`src/rtl/core/mrhsm_pkg.sv`:
```
package mrhsm_pkg;

    // Machine modes
    typedef enum logic [2:0] {
        MODE_READY    = 3'd0,
        MODE_RUNNING  = 3'd1,
        MODE_JOGGING  = 3'd2,
        MODE_STOPPING = 3'd3,
        MODE_HOLDING  = 3'd4,
        MODE_ESTOPPED = 3'd5
    } mode_t;

    // Hold reasons
    typedef enum logic [2:0] {
        WHY_USER_PAUSE     = 3'd0,
        WHY_USER_STOP      = 3'd1,
        WHY_PROGRAM_PAUSE  = 3'd2,
        WHY_OPTIONAL_PAUSE = 3'd3,
        WHY_SWITCH_FOUND   = 3'd4
    } reason_t;

    // Event kinds; codes above KIND_FLUSH carry no action
    typedef enum logic [3:0] {
        KIND_TICK       = 4'd0,
        KIND_SEEK_HOLD  = 4'd1,
        KIND_HOLDING    = 4'd2,
        KIND_RUNNING    = 4'd3,
        KIND_JOGGING    = 4'd4,
        KIND_IDLE       = 4'd5,
        KIND_ESTOP      = 4'd6,
        KIND_PAUSE      = 4'd7,
        KIND_PAUSE_EXEC = 4'd8,
        KIND_STOP       = 4'd9,
        KIND_UNPAUSE    = 4'd10,
        KIND_RESUME     = 4'd11,
        KIND_FLUSH      = 4'd12
    } kind_t;

    // Pause types
    typedef enum logic [1:0] {
        PTYPE_USER     = 2'd0,
        PTYPE_PROGRAM  = 2'd1,
        PTYPE_OPTIONAL = 2'd2,
        PTYPE_UNKNOWN  = 2'd3
    } ptype_t;

    // One event item
    typedef struct packed {
        logic [3:0] kind;
        logic [1:0] pause_type;
        logic       estop_active;
        logic       stepper_busy;
        logic       queue_has_moves;
    } event_t;

    // One result item
    typedef struct packed {
        logic [2:0]  machine_state;
        logic [2:0]  halt_cause;
        logic [15:0] change_count;
        logic        is_flushing;
        logic        is_resuming;
        logic        flush_queue_pulse;
        logic        stop_actions_pulse;
        logic        push_pause_pulse;
        logic [1:0]  pushed_pause_type;
    } result_t;

    // Sequencer state
    typedef struct packed {
        mode_t       mode;
        reason_t     reason;
        logic [15:0] changes;
        logic        flush_flag;
        logic        resume_flag;
        logic        stop_pending;
        logic        pause_pending;
        logic        unpause_pending;
    } ctl_state_t;

    // Move to a new mode; same mode or estopped leaves everything as is
    function automatic ctl_state_t go_mode(ctl_state_t s, mode_t nxt);
        ctl_state_t r;
        r = s;
        if (s.mode != nxt && s.mode != MODE_ESTOPPED)
        begin
            r.mode    = nxt;
            r.changes = s.changes + 16'd1;
        end
        return r;
    endfunction

    // Stop: the strobe is raised for jogging, ready and holding
    function automatic logic stop_strobe_of(ctl_state_t s);
        return (s.mode == MODE_JOGGING) || (s.mode == MODE_READY)
            || (s.mode == MODE_HOLDING);
    endfunction

    function automatic ctl_state_t do_stop(ctl_state_t s);
        ctl_state_t r;
        r = s;
        r.reason = WHY_USER_STOP;
        if (s.mode == MODE_RUNNING)
        begin
            r = go_mode(r, MODE_STOPPING);
        end
        return r;
    endfunction

endpackage

```
`src/rtl/core/mrhsm_core.sv`:
```
module mrhsm_core
    import mrhsm_pkg::*;
(
    input  logic    clk,
    input  logic    rst_n,
    input  logic    advance,
    input  event_t  item,
    output result_t res_next
);

    ctl_state_t st_reg;
    ctl_state_t st_next;

    // Apply one event to the state and form its result
    always_comb
    begin
        ctl_state_t s;
        logic       flush_strobe;
        logic       stop_strobe;
        logic       push_strobe;
        logic [1:0] push_type;

        s            = st_reg;
        flush_strobe = 1'b0;
        stop_strobe  = 1'b0;
        push_strobe  = 1'b0;
        push_type    = 2'd0;

        unique case (item.kind)
            KIND_TICK:
            begin
                if (!item.estop_active)
                begin
                    if (s.pause_pending)
                    begin
                        if (s.mode == MODE_RUNNING)
                        begin
                            s.reason = WHY_USER_PAUSE;
                            s        = go_mode(s, MODE_STOPPING);
                        end
                        s.pause_pending = 1'b0;
                    end
                    if (s.stop_pending)
                    begin
                        stop_strobe    = stop_strobe_of(s);
                        s              = do_stop(s);
                        s.stop_pending = 1'b0;
                    end
                    if (s.flush_flag && !item.stepper_busy
                        && (s.mode == MODE_READY || s.mode == MODE_HOLDING))
                    begin
                        flush_strobe = 1'b1;
                        if (s.resume_flag)
                        begin
                            s.flush_flag  = 1'b0;
                            s.resume_flag = 1'b0;
                        end
                    end
                    if (s.unpause_pending && !s.flush_flag && s.mode != MODE_STOPPING)
                    begin
                        s.unpause_pending = 1'b0;
                        if (s.mode == MODE_HOLDING)
                        begin
                            s = go_mode(s, item.queue_has_moves ? MODE_RUNNING : MODE_READY);
                        end
                    end
                end
            end
            KIND_SEEK_HOLD:
            begin
                if (s.mode == MODE_RUNNING)
                begin
                    s.reason = WHY_SWITCH_FOUND;
                    s        = go_mode(s, MODE_STOPPING);
                end
            end
            KIND_HOLDING:
            begin
                s = go_mode(s, MODE_HOLDING);
                if (s.reason == WHY_USER_STOP)
                begin
                    stop_strobe = stop_strobe_of(s);
                    s           = do_stop(s);
                end
            end
            KIND_RUNNING:
            begin
                if (s.mode == MODE_READY)
                begin
                    s = go_mode(s, MODE_RUNNING);
                end
            end
            KIND_JOGGING:
            begin
                if (s.mode == MODE_READY || s.mode == MODE_HOLDING)
                begin
                    s = go_mode(s, MODE_JOGGING);
                end
            end
            KIND_IDLE:
            begin
                if (s.mode == MODE_RUNNING || s.mode == MODE_JOGGING)
                begin
                    s = go_mode(s, MODE_READY);
                end
            end
            KIND_ESTOP:
            begin
                s = go_mode(s, MODE_ESTOPPED);
            end
            KIND_PAUSE:
            begin
                if (item.pause_type == PTYPE_USER)
                begin
                    s.pause_pending = 1'b1;
                end
                else
                begin
                    push_strobe = 1'b1;
                    push_type   = item.pause_type;
                end
            end
            KIND_PAUSE_EXEC:
            begin
                if (item.pause_type == PTYPE_OPTIONAL || item.pause_type == PTYPE_PROGRAM)
                begin
                    s.reason = (item.pause_type == PTYPE_OPTIONAL)
                             ? WHY_OPTIONAL_PAUSE : WHY_PROGRAM_PAUSE;
                    s = go_mode(s, MODE_HOLDING);
                end
            end
            KIND_STOP:
            begin
                s.stop_pending = 1'b1;
            end
            KIND_UNPAUSE:
            begin
                s.unpause_pending = 1'b1;
            end
            KIND_RESUME:
            begin
                if (s.flush_flag)
                begin
                    s.resume_flag = 1'b1;
                end
            end
            KIND_FLUSH:
            begin
                s.flush_flag = 1'b1;
            end
            default:
            begin
                s = st_reg;
            end
        endcase

        st_next = s;

        res_next.machine_state      = s.mode;
        res_next.halt_cause         = s.reason;
        res_next.change_count       = s.changes;
        res_next.is_flushing        = s.flush_flag && !s.resume_flag;
        res_next.is_resuming        = s.resume_flag;
        res_next.flush_queue_pulse  = flush_strobe;
        res_next.stop_actions_pulse = stop_strobe;
        res_next.push_pause_pulse   = push_strobe;
        res_next.pushed_pause_type  = push_type;
    end

    // Hold state; advance on each transfer into the result register
    always_ff @(posedge clk or negedge rst_n)
    begin
        if (!rst_n)
        begin
            st_reg.mode            <= MODE_READY;
            st_reg.reason          <= WHY_USER_PAUSE;
            st_reg.changes         <= 16'd0;
            st_reg.flush_flag      <= 1'b1;
            st_reg.resume_flag     <= 1'b0;
            st_reg.stop_pending    <= 1'b0;
            st_reg.pause_pending   <= 1'b0;
            st_reg.unpause_pending <= 1'b0;
        end
        else if (advance)
        begin
            st_reg <= st_next;
        end
    end

endmodule

```
`src/rtl/core/motion_run_hold_state_machine_unit.sv`:
```
// Channel   Direction  Handshake            Payload
// ev        in         ev_valid / ev_stall   ev_data  (event_t)
// res       out        res_valid / res_stall res_data (result_t)
//
// One item per cycle sustained while the result is not stalled; the input
// register loads at the event transfer, then the result register on advance.
// The state update for one event is a single combinational pass in mrhsm_core.
// Reset puts the sequencer in ready with a flush pending and no results held.
// A stalled result keeps its register; one more event is still taken into the
// input register, after which ev_stall rises until the result is transferred.
module motion_run_hold_state_machine_unit
    import mrhsm_pkg::*;
(
    input  logic    clk,
    input  logic    rst_n,
    input  logic    ev_valid,
    output logic    ev_stall,
    input  event_t  ev_data,
    output logic    res_valid,
    input  logic    res_stall,
    output result_t res_data
);

    event_t  item_reg;
    logic    item_valid_reg;
    result_t res_reg;
    logic    res_valid_reg;
    result_t res_next;
    logic    advance;

    // Move the held event into the result register when that register frees up
    assign advance  = item_valid_reg && (!res_valid_reg || !res_stall);
    assign ev_stall = item_valid_reg && !advance;

    // Hold the accepted event
    always_ff @(posedge clk or negedge rst_n)
    begin
        if (!rst_n)
        begin
            item_valid_reg <= 1'b0;
        end
        else if (ev_valid && !ev_stall)
        begin
            item_valid_reg <= 1'b1;
        end
        else if (advance)
        begin
            item_valid_reg <= 1'b0;
        end
    end

    always_ff @(posedge clk)
    begin
        if (ev_valid && !ev_stall)
        begin
            item_reg <= ev_data;
        end
    end

    mrhsm_core u_core
    (
        .clk      (clk),
        .rst_n    (rst_n),
        .advance  (advance),
        .item     (item_reg),
        .res_next (res_next)
    );

    // Hold the result until transferred
    always_ff @(posedge clk or negedge rst_n)
    begin
        if (!rst_n)
        begin
            res_valid_reg <= 1'b0;
        end
        else if (advance)
        begin
            res_valid_reg <= 1'b1;
        end
        else if (!res_stall)
        begin
            res_valid_reg <= 1'b0;
        end
    end

    always_ff @(posedge clk)
    begin
        if (advance)
        begin
            res_reg <= res_next;
        end
    end

    assign res_valid = res_valid_reg;
    assign res_data  = res_reg;

`ifndef SYNTH
    // Estopped is never left from one result to the next
    a_estop_sticky: assert property (@(posedge clk) disable iff (!rst_n)
        (advance && res_valid_reg && res_reg.machine_state == MODE_ESTOPPED)
        |-> res_next.machine_state == MODE_ESTOPPED)
        else $error("estopped mode was left");

    // The change count steps by one exactly when the mode changes
    a_count_tracks_mode: assert property (@(posedge clk) disable iff (!rst_n)
        (advance && res_valid_reg)
        |-> (16'(res_next.change_count - res_reg.change_count)
             == ((res_next.machine_state != res_reg.machine_state) ? 16'd1 : 16'd0)))
        else $error("change count out of step with mode");

    // A pushed pause type appears only with the push strobe
    a_push_type_quiet: assert property (@(posedge clk) disable iff (!rst_n)
        (advance && !res_next.push_pause_pulse) |-> res_next.pushed_pause_type == 2'd0)
        else $error("pause type without push");
`endif

endmodule
```
`config.mk`:
```
export PLATFORM = sky130hd
export DESIGN_NAME = motion_run_hold_state_machine_unit
export DESIGN_NICKNAME = d
export VERILOG_FILES = /design/src/rtl/core/mrhsm_pkg.sv /design/src/rtl/core/mrhsm_core.sv /design/src/rtl/core/motion_run_hold_state_machine_unit.sv
export SDC_FILE = /design/constraint.sdc
export NUM_CORES = 1
export LEC_CHECK = 0
export BUFFER_PORTS_ARGS = -buffer_cell sky130_fd_sc_hd__clkbuf_2
export CORE_MARGIN = 4
export CORE_UTILIZATION = 55
export CTS_CLUSTER_DIAMETER = 40
export DETAILED_ROUTE_END_ITERATION = 10
export PLACE_DENSITY_LB_ADDON = 0.12
export SLEW_MARGIN = 30
export SYNTH_ARGS = -nofsm -noshare
export SYNTH_HDL_FRONTEND = slang
export SYNTH_SLANG_ARGS = --single-unit
```
`constraint.sdc`:
```
create_clock -name clk -period 3.9 [get_ports clk]
set_input_delay 0.39 -clock clk [delete_from_list [all_inputs] [get_ports clk]]
set_output_delay 0.39 -clock clk [all_outputs]
set_load 0.03 [all_outputs]
```
==> results.toml <==
[run_status]
status = "completed"

[pwr]
ir_drop_mv = 0.4091
pwr_density_cell_mw_per_mm2 = 474.6
leakagePower_nw = 2.127
total_power_mw = 2.634

[grt]
grt_overflow = 0
grt.total_usage_pct = 28.40
grt_pass1_vias = 4281
grt_pass1_wl_um = 22870
grt_max_degree = 35
antenna_found_initial = 0

[logic_synthesis]
synth_top_cell_area_share_pct = 23.36
synth_area_leader_cell = "edfxtp_1"
synth_edf_count = 38
synthesis.nets = 591
ys_seq_area_share_pct = 38.24
syn_inst = 573
synth.top_cells.by_area = "edfxtp_1, dfrtp_1, nand2_1, nor2_1, xnor2_1"
synth_cell_types = 75
yosysWarnings = 0
syn_avg_cell_area_um2 = 8.525
ys_ff_latch = 67
synthArstFlopShare_pct = 43.28
synthFlopType = "edfxtp_1"
syn-cell-area_mm2 = 0.004885

[clock_tree]
cts_root_buf = "clkbuf_8"
clk_pin_slew_ps = 90
cts_sinks = 67
cts_tree = "yes"
htreeDepth = 3
clock_latency_ps = 360
clockBufferDepth = 2
cts_buffers = 9
cts_hold_buf = 0

[placed_design]
port_buffers = 43
place.gp.congestion = 0.9799
hpwl_um = 10430
dpl_cell_area_mm2 = 0.005288

[floorplanning]
die-area_mm2 = 0.01045
chipWidth_um = 102.2
start_util_pct = 56.29
rows = 34
pin_count = 44
core_mm2 = 0.008678
chipHeight_um = 102.2

[cells_and_area]
drive_above_1_share_pct = 18.55
final_area_mm2 = 0.005550
fillers = 761
fin_nets = 633
multi_input_area_mm2 = 0.002818
largest_reg_flops = 29
seqCellArea_mm2 = 0.001868
final_common_cell = "nand2_1"
fin_util_pct = 63.96
area_growth_syn_to_layout_pct = 13.63
layout_common_cells = "nand2_1, nor2_1, clkbuf_2"
diodes = 0

[timing]
drv_slew = 0
worst_slew_pin_slew_ps = 834.1
max_freq_mhz = 271.0
min_period_ps = 3689
finalSetupViolCount = 0
finalCritPeriodShare_pct = 94.60
rsz0062_at_grt = "no"
whs_ps = 111.7
fin_tns_setup_ps = 0
hold_viol = 0
max-slew-margin-rel_pct = 44.39
skew_ps = 18.45

[worst_setup_path]
crit_arrival_ps = 3910
rr_worst_depth = 10
r2r_start = "u_core.st_reg[25]"
cp.required_ps = 4120
crit_fanout = 18
r2r_end = "res_data[22]"
path_class = "flop to flop"
cp-end-kind = "flop"
r2r_slack_ps = 210
critPathLaunchType = "flop"

[routing]
routed_via_density = 6.448
post_drt_wl_per_cell_um = 19.51
drtIter0Drc = 478
final_antenna_net_count = 0
routed_wl_um = 14200
vias = 4694
drt_pass1_iterations = 5
drcViolationCount = 0

[job]
cap_violations = 0

[hold_path]
hold_path.class = "input port to async pin"
[cells by family after synthesis]
family	synth area share, %
flip-flops	38.24
AO/OA/AOI/OAI	19.37
adder cells (fa/ha/maj)	1.281
AND/OR/NAND/NOR	27.51
XOR/XNOR	6.276
multiplexers	2.843
buffers and inverters	4.482
[Yosys cell counts, types with 3 or more instances]
| master | instances |
|---|---|
| mux2i_1 | 6 |
| or3_1 | 8 |
| o31ai_1 | 4 |
| nand4_1 | 11 |
| o21ai_0 | 31 |
| xor2_1 | 16 |
| or4_1 | 8 |
| dfrtp_1 | 28 |
| a31oi_1 | 13 |
| o211ai_1 | 6 |
| buf_1 | 4 |
| nor2_1 | 53 |
| nand3_1 | 20 |
| ha_1 | 5 |
| o22ai_1 | 3 |
| o22a_1 | 3 |
| nor4_1 | 10 |
| buf_2 | 7 |
| o311ai_0 | 5 |
| nor3_1 | 20 |
| edfxtp_1 | 38 |
| o21a_1 | 3 |
| nand2b_1 | 10 |
| a21oi_1 | 25 |
| o21ai_1 | 3 |
| a21o_1 | 3 |
| a221o_1 | 3 |
| or2_2 | 3 |
| o31a_1 | 3 |
| and2_1 | 6 |
| xnor2_1 | 19 |
| clkbuf_1 | 29 |
| nand2_1 | 82 |
| and3_1 | 7 |
| inv_1 | 11 |
| and4_1 | 3 |
| o221ai_1 | 7 |
| mux2_2 | 7 |
[where the power goes]
group / internal (mW) / switching, mW / total, mW
clock: 0.429 / 0.307 / 0.736
sequential: 0.876 / 0.0997 / 0.976
combinational: 0.326 / 0.597 / 0.923
[worst max-delay path by stage]
stage / slack, ps / endpoint / cells past startpoint / startpoint
3_5_place_dp: 150 / res_data[22] / 13 / u_core.st_reg[25]
4_1_cts: 100 / res_data[22] / 13 / u_core.st_reg[25]
2_1_floorplan: 160 / res_data[22] / 15 / u_core.st_reg[1]
6_report: 210 / res_data[22] / 10 / u_core.st_reg[25]
3_3_place_gp: 260 / res_data[22] / 13 / u_core.st_reg[5]
5_1_grt: 5 / res_data[22] / 13 / u_core.st_reg[5]
[per-layer routing]
| layer | wire length, µm | up-vias | track usage, % |
|---|---|---|---|
| met5 | 0 | - | 0 |
| met4 | 217 | 0 | 8.678 |
| met2 | 6104 | 238 | 40.88 |
| met1 | 6591 | 2210 | 43.88 |
| met3 | 1287 | 16 | 4.096 |
| li1 | - | 2230 | - |
[final cells by class]
class | count | area share, %
Clock buffer | 9 | 2.232
Clock inverter | 7 | 2.232
Inverter | 13 | 0.8792
Multi-Input combinational cell | 452 | 50.77
Sequential cell | 67 | 33.66
Tap cell | 108 | 2.435
Timing Repair Buffer | 72 | 7.800
[metrics by stage]
stage,worst slack (ps),std cells
after detailed placement,149.5,712
final,210.5,728
after CTS,104.4,728
after global routing,5.308,728
after global placement,258.2,712
after floorplan,160.1,573
[timing repair]
action                                  in CTS  in global routing
endpoints found under the setup margin       0                  8
setup buffers                                0                  0
endpoints found under the hold margin        0                  0
resized for setup                            0                  4
[worst max-delay path: stages, from the launching register on]
cell       delay [ps]
dfrtp_1           390
buf_4             200
or3b_4            510
or3_1             390
a21boi_1          300
nand4_1           200
or4_4             580
a2111oi_4         370
nand4_2           190
or3_1             340
nand3_1            80
Note: power is estimated with default switching activity, not from simulation.
